===== src/design/elevator_sorted_stop_lists_defines.svh =====
// assertion macros for the elevator stop list block
// used by the top level only; expects clk and rst_n in scope
`ifndef ELEVATOR_SORTED_STOP_LISTS_DEFINES_SVH
`define ELEVATOR_SORTED_STOP_LISTS_DEFINES_SVH

// condition holds in the same cycle as the trigger
`define ESL_ASSERT_NOW(name, pre, post, msg) \
    name: assert property (@(posedge clk) disable iff (!rst_n) (pre) |-> (post)) \
        else $error(msg);

// condition holds in the cycle after the trigger
`define ESL_ASSERT_NEXT(name, pre, post, msg) \
    name: assert property (@(posedge clk) disable iff (!rst_n) (pre) |=> (post)) \
        else $error(msg);

`endif


===== src/design/esl_pkg.sv =====
// shared types and constants for the elevator stop list block
// no dependencies
`timescale 1ns / 1ps

package esl_pkg;

    localparam int LIST_DEPTH = 16;
    localparam int FLOOR_BITS = 8;
    localparam int FILL_BITS  = $clog2(LIST_DEPTH + 1);
    localparam int COUNT_W    = 5;
    localparam int OPCODE_W   = 2;

    // request codes
    typedef enum logic [OPCODE_W-1:0] {
        OP_MAIN    = 2'd0,
        OP_RESERVE = 2'd1,
        OP_CLEAR   = 2'd2
    } opcode_t;

    // one stop: floor and cabin-call flag
    typedef struct packed {
        logic signed [FLOOR_BITS-1:0] floor;
        logic                         inside_call;
    } entry_t;

endpackage


===== src/design/esl_cell.sv =====
// one cell of a sorted stop chain: holds a single entry
// depends on esl_pkg
`timescale 1ns / 1ps

module esl_cell (
    input  logic            clk,
    input  logic            shift_en,
    input  logic            ascending,
    input  logic            valid,
    input  esl_pkg::entry_t key,
    input  esl_pkg::entry_t left_entry,
    input  logic            left_precedes,
    output esl_pkg::entry_t entry,
    output logic            precedes
);

    esl_pkg::entry_t entry_reg;
    esl_pkg::entry_t entry_next;

    // an entry stays ahead of the new key when it is held and not beyond it
    always_comb
    begin
        if (ascending)
            precedes = valid && (entry_reg.floor <= key.floor);
        else
            precedes = valid && (entry_reg.floor >= key.floor);
    end

    // keep, take the new key, or take the left neighbour's entry
    always_comb
    begin
        if (!shift_en || precedes)
            entry_next = entry_reg;
        else if (left_precedes)
            entry_next = key;
        else
            entry_next = left_entry;
    end

    always_ff @(posedge clk)
    begin
        entry_reg <= entry_next;
    end

    assign entry = entry_reg;

endmodule


===== src/design/esl_chain.sv =====
// sorted stop list as a row of cells with a fill count
// depends on esl_pkg and esl_cell
`timescale 1ns / 1ps

module esl_chain (
    input  logic                           clk,
    input  logic                           rst_n,
    input  logic                           ascending,
    input  logic                           insert,
    input  logic                           clear,
    input  esl_pkg::entry_t                key,
    output esl_pkg::entry_t                head,
    output logic [esl_pkg::FILL_BITS-1:0]  fill,
    output logic                           full
);

    logic [esl_pkg::FILL_BITS-1:0] fill_reg;
    logic [esl_pkg::FILL_BITS-1:0] fill_next;

    esl_pkg::entry_t cell_entry [esl_pkg::LIST_DEPTH];
    logic            cell_prec  [esl_pkg::LIST_DEPTH];

    // row of cells, each looking at its left neighbour
    for (genvar i = 0; i < esl_pkg::LIST_DEPTH; i++)
    begin : g_cell
        esl_pkg::entry_t left_entry;
        logic            left_prec;
        logic            cell_valid;

        if (i == 0)
        begin : g_first
            assign left_entry = key;
            assign left_prec  = 1'b1;
        end
        else
        begin : g_rest
            assign left_entry = cell_entry[i-1];
            assign left_prec  = cell_prec[i-1];
        end

        assign cell_valid = fill_reg > esl_pkg::FILL_BITS'(i);

        esl_cell u_cell (
            .clk           (clk),
            .shift_en      (insert),
            .ascending     (ascending),
            .valid         (cell_valid),
            .key           (key),
            .left_entry    (left_entry),
            .left_precedes (left_prec),
            .entry         (cell_entry[i]),
            .precedes      (cell_prec[i])
        );
    end

    // fill count
    always_comb
    begin
        if (clear)
            fill_next = '0;
        else if (insert)
            fill_next = fill_reg + esl_pkg::FILL_BITS'(1);
        else
            fill_next = fill_reg;
    end

    always_ff @(posedge clk or negedge rst_n)
    begin
        if (!rst_n)
            fill_reg <= '0;
        else
            fill_reg <= fill_next;
    end

    assign head = cell_entry[0];
    assign fill = fill_reg;
    assign full = fill_reg == esl_pkg::FILL_BITS'(esl_pkg::LIST_DEPTH);

endmodule


===== src/design/elevator_sorted_stop_lists.sv =====
// top level of the elevator stop lists: request decode, four sorted chains
// and the result register; depends on esl_pkg, esl_chain and the defines header
//
//  channel | signals                              | moves
//  in      | in_valid in_stall + request fields   | one request item
//  out     | out_valid out_stall + status fields  | one status item per request
//
// one request per cycle unless stalled; each result is registered after its request
// the rate is set by the insert of every cell chain in parallel
// reset clears all fill counts and sets the main order to ascending
// a waiting result holds the next request only while out_stall is high
`timescale 1ns / 1ps

`include "elevator_sorted_stop_lists_defines.svh"

module elevator_sorted_stop_lists (
    input  logic                                  clk,
    input  logic                                  rst_n,
    input  logic                                  in_valid,
    output logic                                  in_stall,
    input  logic [esl_pkg::OPCODE_W-1:0]          opcode,
    input  logic signed [esl_pkg::FLOOR_BITS-1:0] floor,
    input  logic                                  direction,
    input  logic                                  inside_call,
    output logic                                  out_valid,
    input  logic                                  out_stall,
    output logic signed [esl_pkg::FLOOR_BITS-1:0] main_head_floor,
    output logic                                  main_head_inside,
    output logic [esl_pkg::COUNT_W-1:0]           main_count,
    output logic signed [esl_pkg::FLOOR_BITS-1:0] up_head_floor,
    output logic [esl_pkg::COUNT_W-1:0]           up_count,
    output logic signed [esl_pkg::FLOOR_BITS-1:0] down_head_floor,
    output logic [esl_pkg::COUNT_W-1:0]           down_count,
    output logic                                  main_empty,
    output logic                                  all_empty,
    output logic                                  overflow
);

    logic in_acc;
    logic out_load;
    logic is_main;
    logic is_reserve;
    logic is_clear;
    logic ins_main;
    logic ins_up;
    logic ins_down;
    logic ovf_now;

    esl_pkg::entry_t key;
    esl_pkg::entry_t asc_head;
    esl_pkg::entry_t desc_head;
    esl_pkg::entry_t up_head;
    esl_pkg::entry_t down_head;
    esl_pkg::entry_t main_head;

    logic [esl_pkg::FILL_BITS-1:0] asc_fill;
    logic [esl_pkg::FILL_BITS-1:0] desc_fill;
    logic [esl_pkg::FILL_BITS-1:0] up_fill;
    logic [esl_pkg::FILL_BITS-1:0] down_fill;
    logic asc_full;
    logic desc_full;
    logic up_full;
    logic down_full;

    logic order_up_reg;
    logic order_up_next;
    logic res_pend_reg;
    logic res_pend_next;
    logic ovf_pend_reg;
    logic ovf_pend_next;
    logic out_valid_reg;
    logic out_valid_next;

    logic signed [esl_pkg::FLOOR_BITS-1:0] main_floor_reg;
    logic                                  main_inside_reg;
    logic [esl_pkg::COUNT_W-1:0]           main_count_reg;
    logic signed [esl_pkg::FLOOR_BITS-1:0] up_floor_reg;
    logic [esl_pkg::COUNT_W-1:0]           up_count_reg;
    logic signed [esl_pkg::FLOOR_BITS-1:0] down_floor_reg;
    logic [esl_pkg::COUNT_W-1:0]           down_count_reg;
    logic                                  main_empty_reg;
    logic                                  all_empty_reg;
    logic                                  overflow_reg;

    // handshake: the state may move on only once the pending status is captured
    assign out_load = res_pend_reg && (!out_valid_reg || !out_stall);
    assign in_stall = res_pend_reg && out_valid_reg && out_stall;
    assign in_acc   = in_valid && !in_stall;

    // request decode
    assign is_main    = in_acc && (opcode == esl_pkg::OP_MAIN);
    assign is_reserve = in_acc && (opcode == esl_pkg::OP_RESERVE);
    assign is_clear   = in_acc && (opcode == esl_pkg::OP_CLEAR);
    assign ins_main   = is_main && !asc_full;
    assign ins_up     = is_reserve && direction && !up_full;
    assign ins_down   = is_reserve && !direction && !down_full;
    assign ovf_now    = (is_main && asc_full)
                     || (is_reserve && (direction ? up_full : down_full));

    assign key.floor       = floor;
    assign key.inside_call = inside_call;

    // main list kept in both orders so either head is ready at once
    esl_chain u_main_asc (
        .clk (clk), .rst_n (rst_n), .ascending (1'b1),
        .insert (ins_main), .clear (is_clear), .key (key),
        .head (asc_head), .fill (asc_fill), .full (asc_full)
    );

    esl_chain u_main_desc (
        .clk (clk), .rst_n (rst_n), .ascending (1'b0),
        .insert (ins_main), .clear (is_clear), .key (key),
        .head (desc_head), .fill (desc_fill), .full (desc_full)
    );

    esl_chain u_up (
        .clk (clk), .rst_n (rst_n), .ascending (1'b1),
        .insert (ins_up), .clear (is_clear), .key (key),
        .head (up_head), .fill (up_fill), .full (up_full)
    );

    esl_chain u_down (
        .clk (clk), .rst_n (rst_n), .ascending (1'b0),
        .insert (ins_down), .clear (is_clear), .key (key),
        .head (down_head), .fill (down_fill), .full (down_full)
    );

    assign main_head = order_up_reg ? asc_head : desc_head;

    // control next state
    always_comb
    begin
        order_up_next = ins_main ? direction : order_up_reg;
        ovf_pend_next = in_acc ? ovf_now : ovf_pend_reg;

        if (in_acc)
            res_pend_next = 1'b1;
        else if (out_load)
            res_pend_next = 1'b0;
        else
            res_pend_next = res_pend_reg;

        if (out_load)
            out_valid_next = 1'b1;
        else if (!out_stall)
            out_valid_next = 1'b0;
        else
            out_valid_next = out_valid_reg;
    end

    always_ff @(posedge clk or negedge rst_n)
    begin
        if (!rst_n)
        begin
            order_up_reg  <= 1'b1;
            res_pend_reg  <= 1'b0;
            ovf_pend_reg  <= 1'b0;
            out_valid_reg <= 1'b0;
        end
        else
        begin
            order_up_reg  <= order_up_next;
            res_pend_reg  <= res_pend_next;
            ovf_pend_reg  <= ovf_pend_next;
            out_valid_reg <= out_valid_next;
        end
    end

    // status register, loaded from the state left by the pending item
    always_ff @(posedge clk)
    begin
        if (out_load)
        begin
            main_floor_reg  <= (asc_fill != '0) ? main_head.floor : '0;
            main_inside_reg <= (asc_fill != '0) ? main_head.inside_call : 1'b0;
            main_count_reg  <= esl_pkg::COUNT_W'(asc_fill);
            up_floor_reg    <= (up_fill != '0) ? up_head.floor : '0;
            up_count_reg    <= esl_pkg::COUNT_W'(up_fill);
            down_floor_reg  <= (down_fill != '0) ? down_head.floor : '0;
            down_count_reg  <= esl_pkg::COUNT_W'(down_fill);
            main_empty_reg  <= asc_fill == '0;
            all_empty_reg   <= (asc_fill == '0) && (up_fill == '0) && (down_fill == '0);
            overflow_reg    <= ovf_pend_reg;
        end
    end

    assign out_valid        = out_valid_reg;
    assign main_head_floor  = main_floor_reg;
    assign main_head_inside = main_inside_reg;
    assign main_count       = main_count_reg;
    assign up_head_floor    = up_floor_reg;
    assign up_count         = up_count_reg;
    assign down_head_floor  = down_floor_reg;
    assign down_count       = down_count_reg;
    assign main_empty       = main_empty_reg;
    assign all_empty        = all_empty_reg;
    assign overflow         = overflow_reg;

    // checks
    `ESL_ASSERT_NOW(a_main_fill_match, 1'b1, (asc_fill == desc_fill) && (asc_full == desc_full), "main chains disagree on fill")
    `ESL_ASSERT_NOW(a_main_min_max, asc_fill != '0, asc_head.floor <= desc_head.floor, "main ascending head above descending head")
    `ESL_ASSERT_NEXT(a_main_drop, is_main && asc_full, ovf_pend_reg && $stable(asc_fill) && $stable(order_up_reg), "full main insert not dropped")
    `ESL_ASSERT_NEXT(a_clear, is_clear, (asc_fill == '0) && (up_fill == '0) && (down_fill == '0), "clear left entries")

endmodule


===== config.mk =====
export PLATFORM = sky130hd
export DESIGN_NAME = elevator_sorted_stop_lists
export DESIGN_NICKNAME = d
export VERILOG_FILES = /design/src/design/esl_pkg.sv /design/src/design/esl_cell.sv /design/src/design/esl_chain.sv /design/src/design/elevator_sorted_stop_lists.sv
export VERILOG_INCLUDE_DIRS = /design/src /design/src/design
export SDC_FILE = /design/constraint.sdc
export NUM_CORES = 1
export LEC_CHECK = 0
export BUFFER_PORTS_ARGS = -buffer_cell sky130_fd_sc_hd__buf_2
export CAP_MARGIN = 40
export CORE_ASPECT_RATIO = 0.6
export CORE_MARGIN = 5
export CORE_UTILIZATION = 40
export CTS_CLUSTER_SIZE = 25
export DETAILED_ROUTE_END_ITERATION = 12
export MAX_ROUTING_LAYER = met4
export PLACE_DENSITY_LB_ADDON = 0.08
export SETUP_SLACK_MARGIN = 0.05
export SLEW_MARGIN = 25
export SYNTH_ARGS = -nofsm -noshare
export SYNTH_HDL_FRONTEND = slang
export SYNTH_SLANG_ARGS = --single-unit

===== constraint.sdc =====
create_clock -name clk -period 5.59 [get_ports clk]
set_input_delay 1.118 -clock clk [delete_from_list [all_inputs] [get_ports clk]]
set_output_delay 1.118 -clock clk [all_outputs]
set_load 0.03 [all_outputs]

; Word-level counts from Yosys, hierarchy flattened
; Cells that the tools add are included.
; W data, S select, Z words.
[op_classes]
add_sub_neg = 4
order_cmp = 8
eq_ne = 6
mux = 14
n_reduce_logical = 47
[ops]
columns = operator, count
row1 = $mux W5, 8
row2 = $add A5 B1 Y5 const B, 4
row3 = $gt A5 B1 Y1 const B, 4
row4 = $logic_and A1 B1 Y1, 20
row5 = $ge A8 B8 Y1, 2
row6 = $le A8 B8 Y1, 2
row7 = $eq A5 B5 Y1 const B, 3
row8 = $logic_not A5 Y1, 3
row9 = $reduce_bool A5 Y1, 3
row10 = $logic_not A1 Y1, 10
row11 = $mux W9, 1
row12 = $reduce_bool A2 Y1, 4
row13 = $logic_or A1 B1 Y1, 6
row14 = $mux W1, 5
row15 = $eq A2 B1 Y1 const B, 1
row16 = $eq A2 B2 Y1 const B, 1
row17 = $logic_not A2 Y1, 1
row18 = $ne A2 B1 Y1 const B, 1
[word_totals]
ff_bits = 101
out_inout_bits = 45
elab_cells = 103

; Longest topological paths before layout
[logic_depth]
ltp_word = 9
depth_mapped = 7
mapped_depth_nobuf = 6

; Cells and area by module
; A second synthesis with hierarchy kept.
[unflattened]
cells_unflattened = 436
hier_area_um2 = 5531.6
[modules_own_cells]
columns = mod, instances, cells_per_inst, area_each_um2
row1 = esl_cell (u_main_asc.g_cell[0].u_cell ...), 3, 53, 630.6
row2 = elevator_sorted_stop_lists, 1, 112, 1815.5
row3 = esl_chain, 4, 28, 299.0
row4 = esl_cell (u_down.g_cell[0].u_cell), 1, 53, 628.1

; Worst setup path before layout
; OpenSTA, ideal clock, no wires.
[synth_timing]
kind = input to register
from = input out_stall
to = register all_empty_reg (netlist: all_empty) (enable)
setup_time_ns = 0.509
t_arrival_ns = 4.283
t_required_ns = 5.081
slack_ns = 0.798
stages = 1
path_buffers = 0
path_cell_list = a21boi_0
[synth_between]
elab_chain_len = 3
[synth_rtl]
columns = item, line
row1 = from (decl), elevator_sorted_stop_lists.sv:26  ; input logic out_stall,
row2 = $logic_not A1 Y1, -
row3 = $logic_or A1 B1 Y1, elevator_sorted_stop_lists.sv:86  ; assign out_load = res_pend_reg && (!out_valid_reg || !out_stall);
row4 = $logic_and A1 B1 Y1, elevator_sorted_stop_lists.sv:86
row5 = to (signal assigned), elevator_sorted_stop_lists.sv:182  ; all_empty_reg <= (asc_fill == '0) && (up_fill == '0) && (down_fill == '0);
row6 = to (decl), elevator_sorted_stop_lists.sv:82  ; logic all_empty_reg;
; Every way passes these cells.
; A chain may end at the register's enable or synchronous reset.

; Worst setup path after layout
[layout_timing]
from = input floor[5] in the netlist's numbering
to = register u_main_desc.g_cell[0].u_cell.entry_reg (netlist bit u_main_desc.g_cell[0].u_cell.entry[7]) (enable)
[layout_between]
elab_chain_len = 3
[layout_rtl]
columns = item, line
row1 = from (decl), elevator_sorted_stop_lists.sv:22  ; input logic signed [esl_pkg::FLOOR_BITS-1:0] floor,
row2 = $ge A8 B8 Y1, esl_cell.sv:26  ; precedes = valid && (entry_reg.floor >= key.floor);
row3 = $logic_and A1 B1 Y1, esl_cell.sv:26
row4 = $logic_or A1 B1 Y1, esl_cell.sv:32  ; if (!shift_en || precedes)
row5 = to (signal assigned), esl_cell.sv:42  ; entry_reg <= entry_next;
row6 = to (decl), esl_cell.sv:17  ; esl_pkg::entry_t entry_reg;
; Every way passes these cells.

==> impl_metrics.py <==
metrics = {
    "setup_path": {
        "critPathMaxStageDelay_ns": 0.69,
        "crit_chain": "buf_2, inv_1, ha_1, a21o_1, a2111oi_0, o31ai_1, a21boi_0, buf_4",
        "reg2reg_to": "u_main_desc.g_cell[0].u_cell.entry[7]",
        "reg2reg_slack_ns": 2.65,
        "cp.arrival_ns": 3.40,
        "path_buf_inv": 3,
        "worstSetupStartpointType": "primary input",
        "r2r_cells": 6,
        "end_kind": "flop",
        "critPathTopFamily": "compound AO/OA/AOI/OAI gates",
        "crit_required_ns": 5.65,
        "worst_path_max_delay_cell": "a21boi_0",
        "critical_path_class": "primary input to flop",
        "r2r_start": "u_main_asc.fill[0]",
        "cp-startpoint": "floor[5]",
        "cp_max_fo": 5,
    },
    "sta": {
        "slew_violations": 0,
        "setup_slack_ns": 2.250,
        "whs_ns": 0.4651,
        "period_needed_ns": 3.340,
        "finalSetupViolations": 0,
        "fmax_mhz": 299.4,
        "setup_tns_ns": 0,
        "worst_pin_slew_ns": 0.8410,
        "rsz0062_at_grt": "no",
        "clock_skew_ns": 0.009386,
        "hold_viol": 0,
        "relSlewSlack": 0.4343,
        "fin_crit_sh": 0.5975,
    },
    "global_route": {
        "gr-total-overflow": 0,
        "grt_usage": 0.1559,
        "grt_pass1_wl_um": 15970,
        "grt_max_degree": 44,
        "grt_pass1_vias": 2905,
        "antenna_found_initial": 0,
    },
    "cts": {
        "cts_buffers": 9,
        "max-clock-path-buffers": 2,
        "post-cts-setup-buffer-count": 0,
        "cts_hold_buf": 0,
        "clock_latency_ns": 0.34,
        "post_cts_resized": 0,
        "root_buffer": "clkbuf_16",
        "cts_max_level": 3,
        "clk_pin_slew_ns": 0.07,
        "cts.sinks": 101,
        "cts_tree": "yes",
    },
    "hold_path": {
        "min_path_cells": 0,
        "holdCritStartpoint": "ovf_pend_reg",
        "min_path_type": "flop to flop",
        "holdPathEnd": "overflow",
    },
    "drt": {
        "wl_per_cell_um": 17.16,
        "drt_iter0_markers": 161,
        "ant_nets": 0,
        "drc_errors": 0,
        "wl_um": 10120,
        "vias": 2896,
        "vias_per_cell": 4.908,
        "drt_first_pass_iters": 4,
    },
    "final_layout": {
        "fillers": 1033,
        "mostFrequentLayoutCells": "edfxtp_1 (77), buf_2 (61), ha_1 (40), inv_1 (25), nand2_1 (24)",
        "diodes": 0,
        "drive_gt1_frac": 0.2326,
        "fin_util": 0.4901,
        "area_growth_pct": 18.76,
        "final_common_cell": "edfxtp_1",
        "final_nets": 481,
    },
    "yosys": {
        "synthCells": 353,
        "synth_edf_count": 77,
        "syn_nets": 409,
        "async_flop_share": 0.2376,
        "synth_area_um2": 4710,
        "seq_area_frac_synth": 0.6188,
        "syn_avg_cell_area_um2": 13.34,
        "yosys_warnings": 0,
        "synth_seq_cells": 101,
        "ys_types": 52,
        "synth-main-ff-cell": "edfxtp_1",
    },
    "die": {
        "rows": 30,
        "initial_core_util": 0.4127,
        "io_pins": 61,
        "die_area_um2": 14120,
        "coreArea_um2": 11410,
        "die_h_um": 94.05,
        "die_w_um": 150.1,
    },
    "placed_design": {
        "post-place-ws_ns": 1.883,
        "port_buffers": 60,
        "dpl.hpwl_um": 7321,
        "gp_congestion": 0.8156,
    },
    "power_and_ir_drop": {
        "p_per_area_nw_per_um2": 364.4,
        "p_total_mw": 2.038,
        "total_leakage_power_nw": 2.333,
        "peakVddDrop_uv": 187.4,
    },
    "run_status": {
        "outcome": "completed",
    },
    "flow_run": {
        "cap_violations": 0,
    },
}
-- worst max path at each step --
stage | endpoint | slack (ns) | depth (start not counted)
2_1_floorplan | all_empty | 0.80 | 1
3_3_place_gp | u_main_asc.g_cell[0].u_cell.entry[4] | 1.99 | 7
3_5_place_dp | u_main_desc.g_cell[0].u_cell.entry[8] | 1.88 | 8
4_1_cts | u_main_desc.g_cell[0].u_cell.entry[4] | 2.25 | 8
5_1_grt | u_main_desc.g_cell[0].u_cell.entry[4] | 2.12 | 8
6_report | u_main_desc.g_cell[0].u_cell.entry[7] | 2.25 | 8
-- power breakdown --
part,internal (mW),switching [mW],leakage (nW)
sequential,0.913,0.0515,1.05
clock,0.404,0.268,0.160
combinational,0.136,0.266,1.12
-- Yosys cell counts (all sizes together), types with 5 or more instances --
| cell type | count | area share |
|---|---|---|
| edfxtp | 77 | 0.49 |
| nor2b | 16 | 0.021 |
| dfrtp | 23 | 0.12 |
| a21oi | 16 | 0.017 |
| o21ai | 10 | 0.011 |
| ha | 40 | 0.11 |
| clkbuf | 5 | 0.0040 |
| nand2 | 24 | 0.019 |
| nor2 | 17 | 0.014 |
| nand2b | 5 | 0.0082 |
| nand3 | 9 | 0.012 |
| a2111oi | 6 | 0.011 |
| o31ai | 6 | 0.0096 |
| mux2i | 13 | 0.028 |
| inv | 26 | 0.021 |
-- cells by family after synthesis --
| group | Yosys count | synth area share |
|---|---|---|
| multiplexers | 14 | 0.03002 |
| XOR/XNOR | 2 | 0.003720 |
| buffers and inverters | 33 | 0.02737 |
| flip-flops | 101 | 0.6188 |
| adder cells (fa/ha/maj) | 40 | 0.1063 |
| AO/OA/AOI/OAI | 55 | 0.07651 |
| AND/OR/NAND/NOR | 108 | 0.1374 |
-- metal layers --
layer | wire length, µm | global-route usage | vias up
met2 | 3982 | 0.1996 | 57
met4 | 115 | 0.05251 | 0
met5 | 0 | - | -
li1 | - | - | 1457
met3 | 420 | 0.04388 | 10
met1 | 5604 | 0.2337 | 1372
-- worst register-to-register path: stages, from the launching register on --
cell      delay (ns)
dfrtp_1         0.43
inv_1           0.07
ha_1            0.21
and4bb_2        0.27
nor4_4          0.64
a21boi_0        0.76
buf_4           0.27
-- area by class of cell --
type                       count  area [µm²]  area share
sequential                   101        2914      0.5210
multi-input combinational    219        1695      0.3031
tap                          160       200.2     0.03579
timing repair buffer          68       357.8     0.06398
inverter                      26       100.1     0.01790
clock buffer                  10       239.0     0.04273
clock inverter                 6       86.33     0.01544
-- metrics by stage --
step,instances,cell area (µm²)
2_1_floorplan,353,4710
3_3_place_gp,571,5248
3_5_place_dp,572,5253
4_1_cts,588,5578
5_1_grt,590,5593
6_report,590,5593
Power figures use the tool's default switching activity.
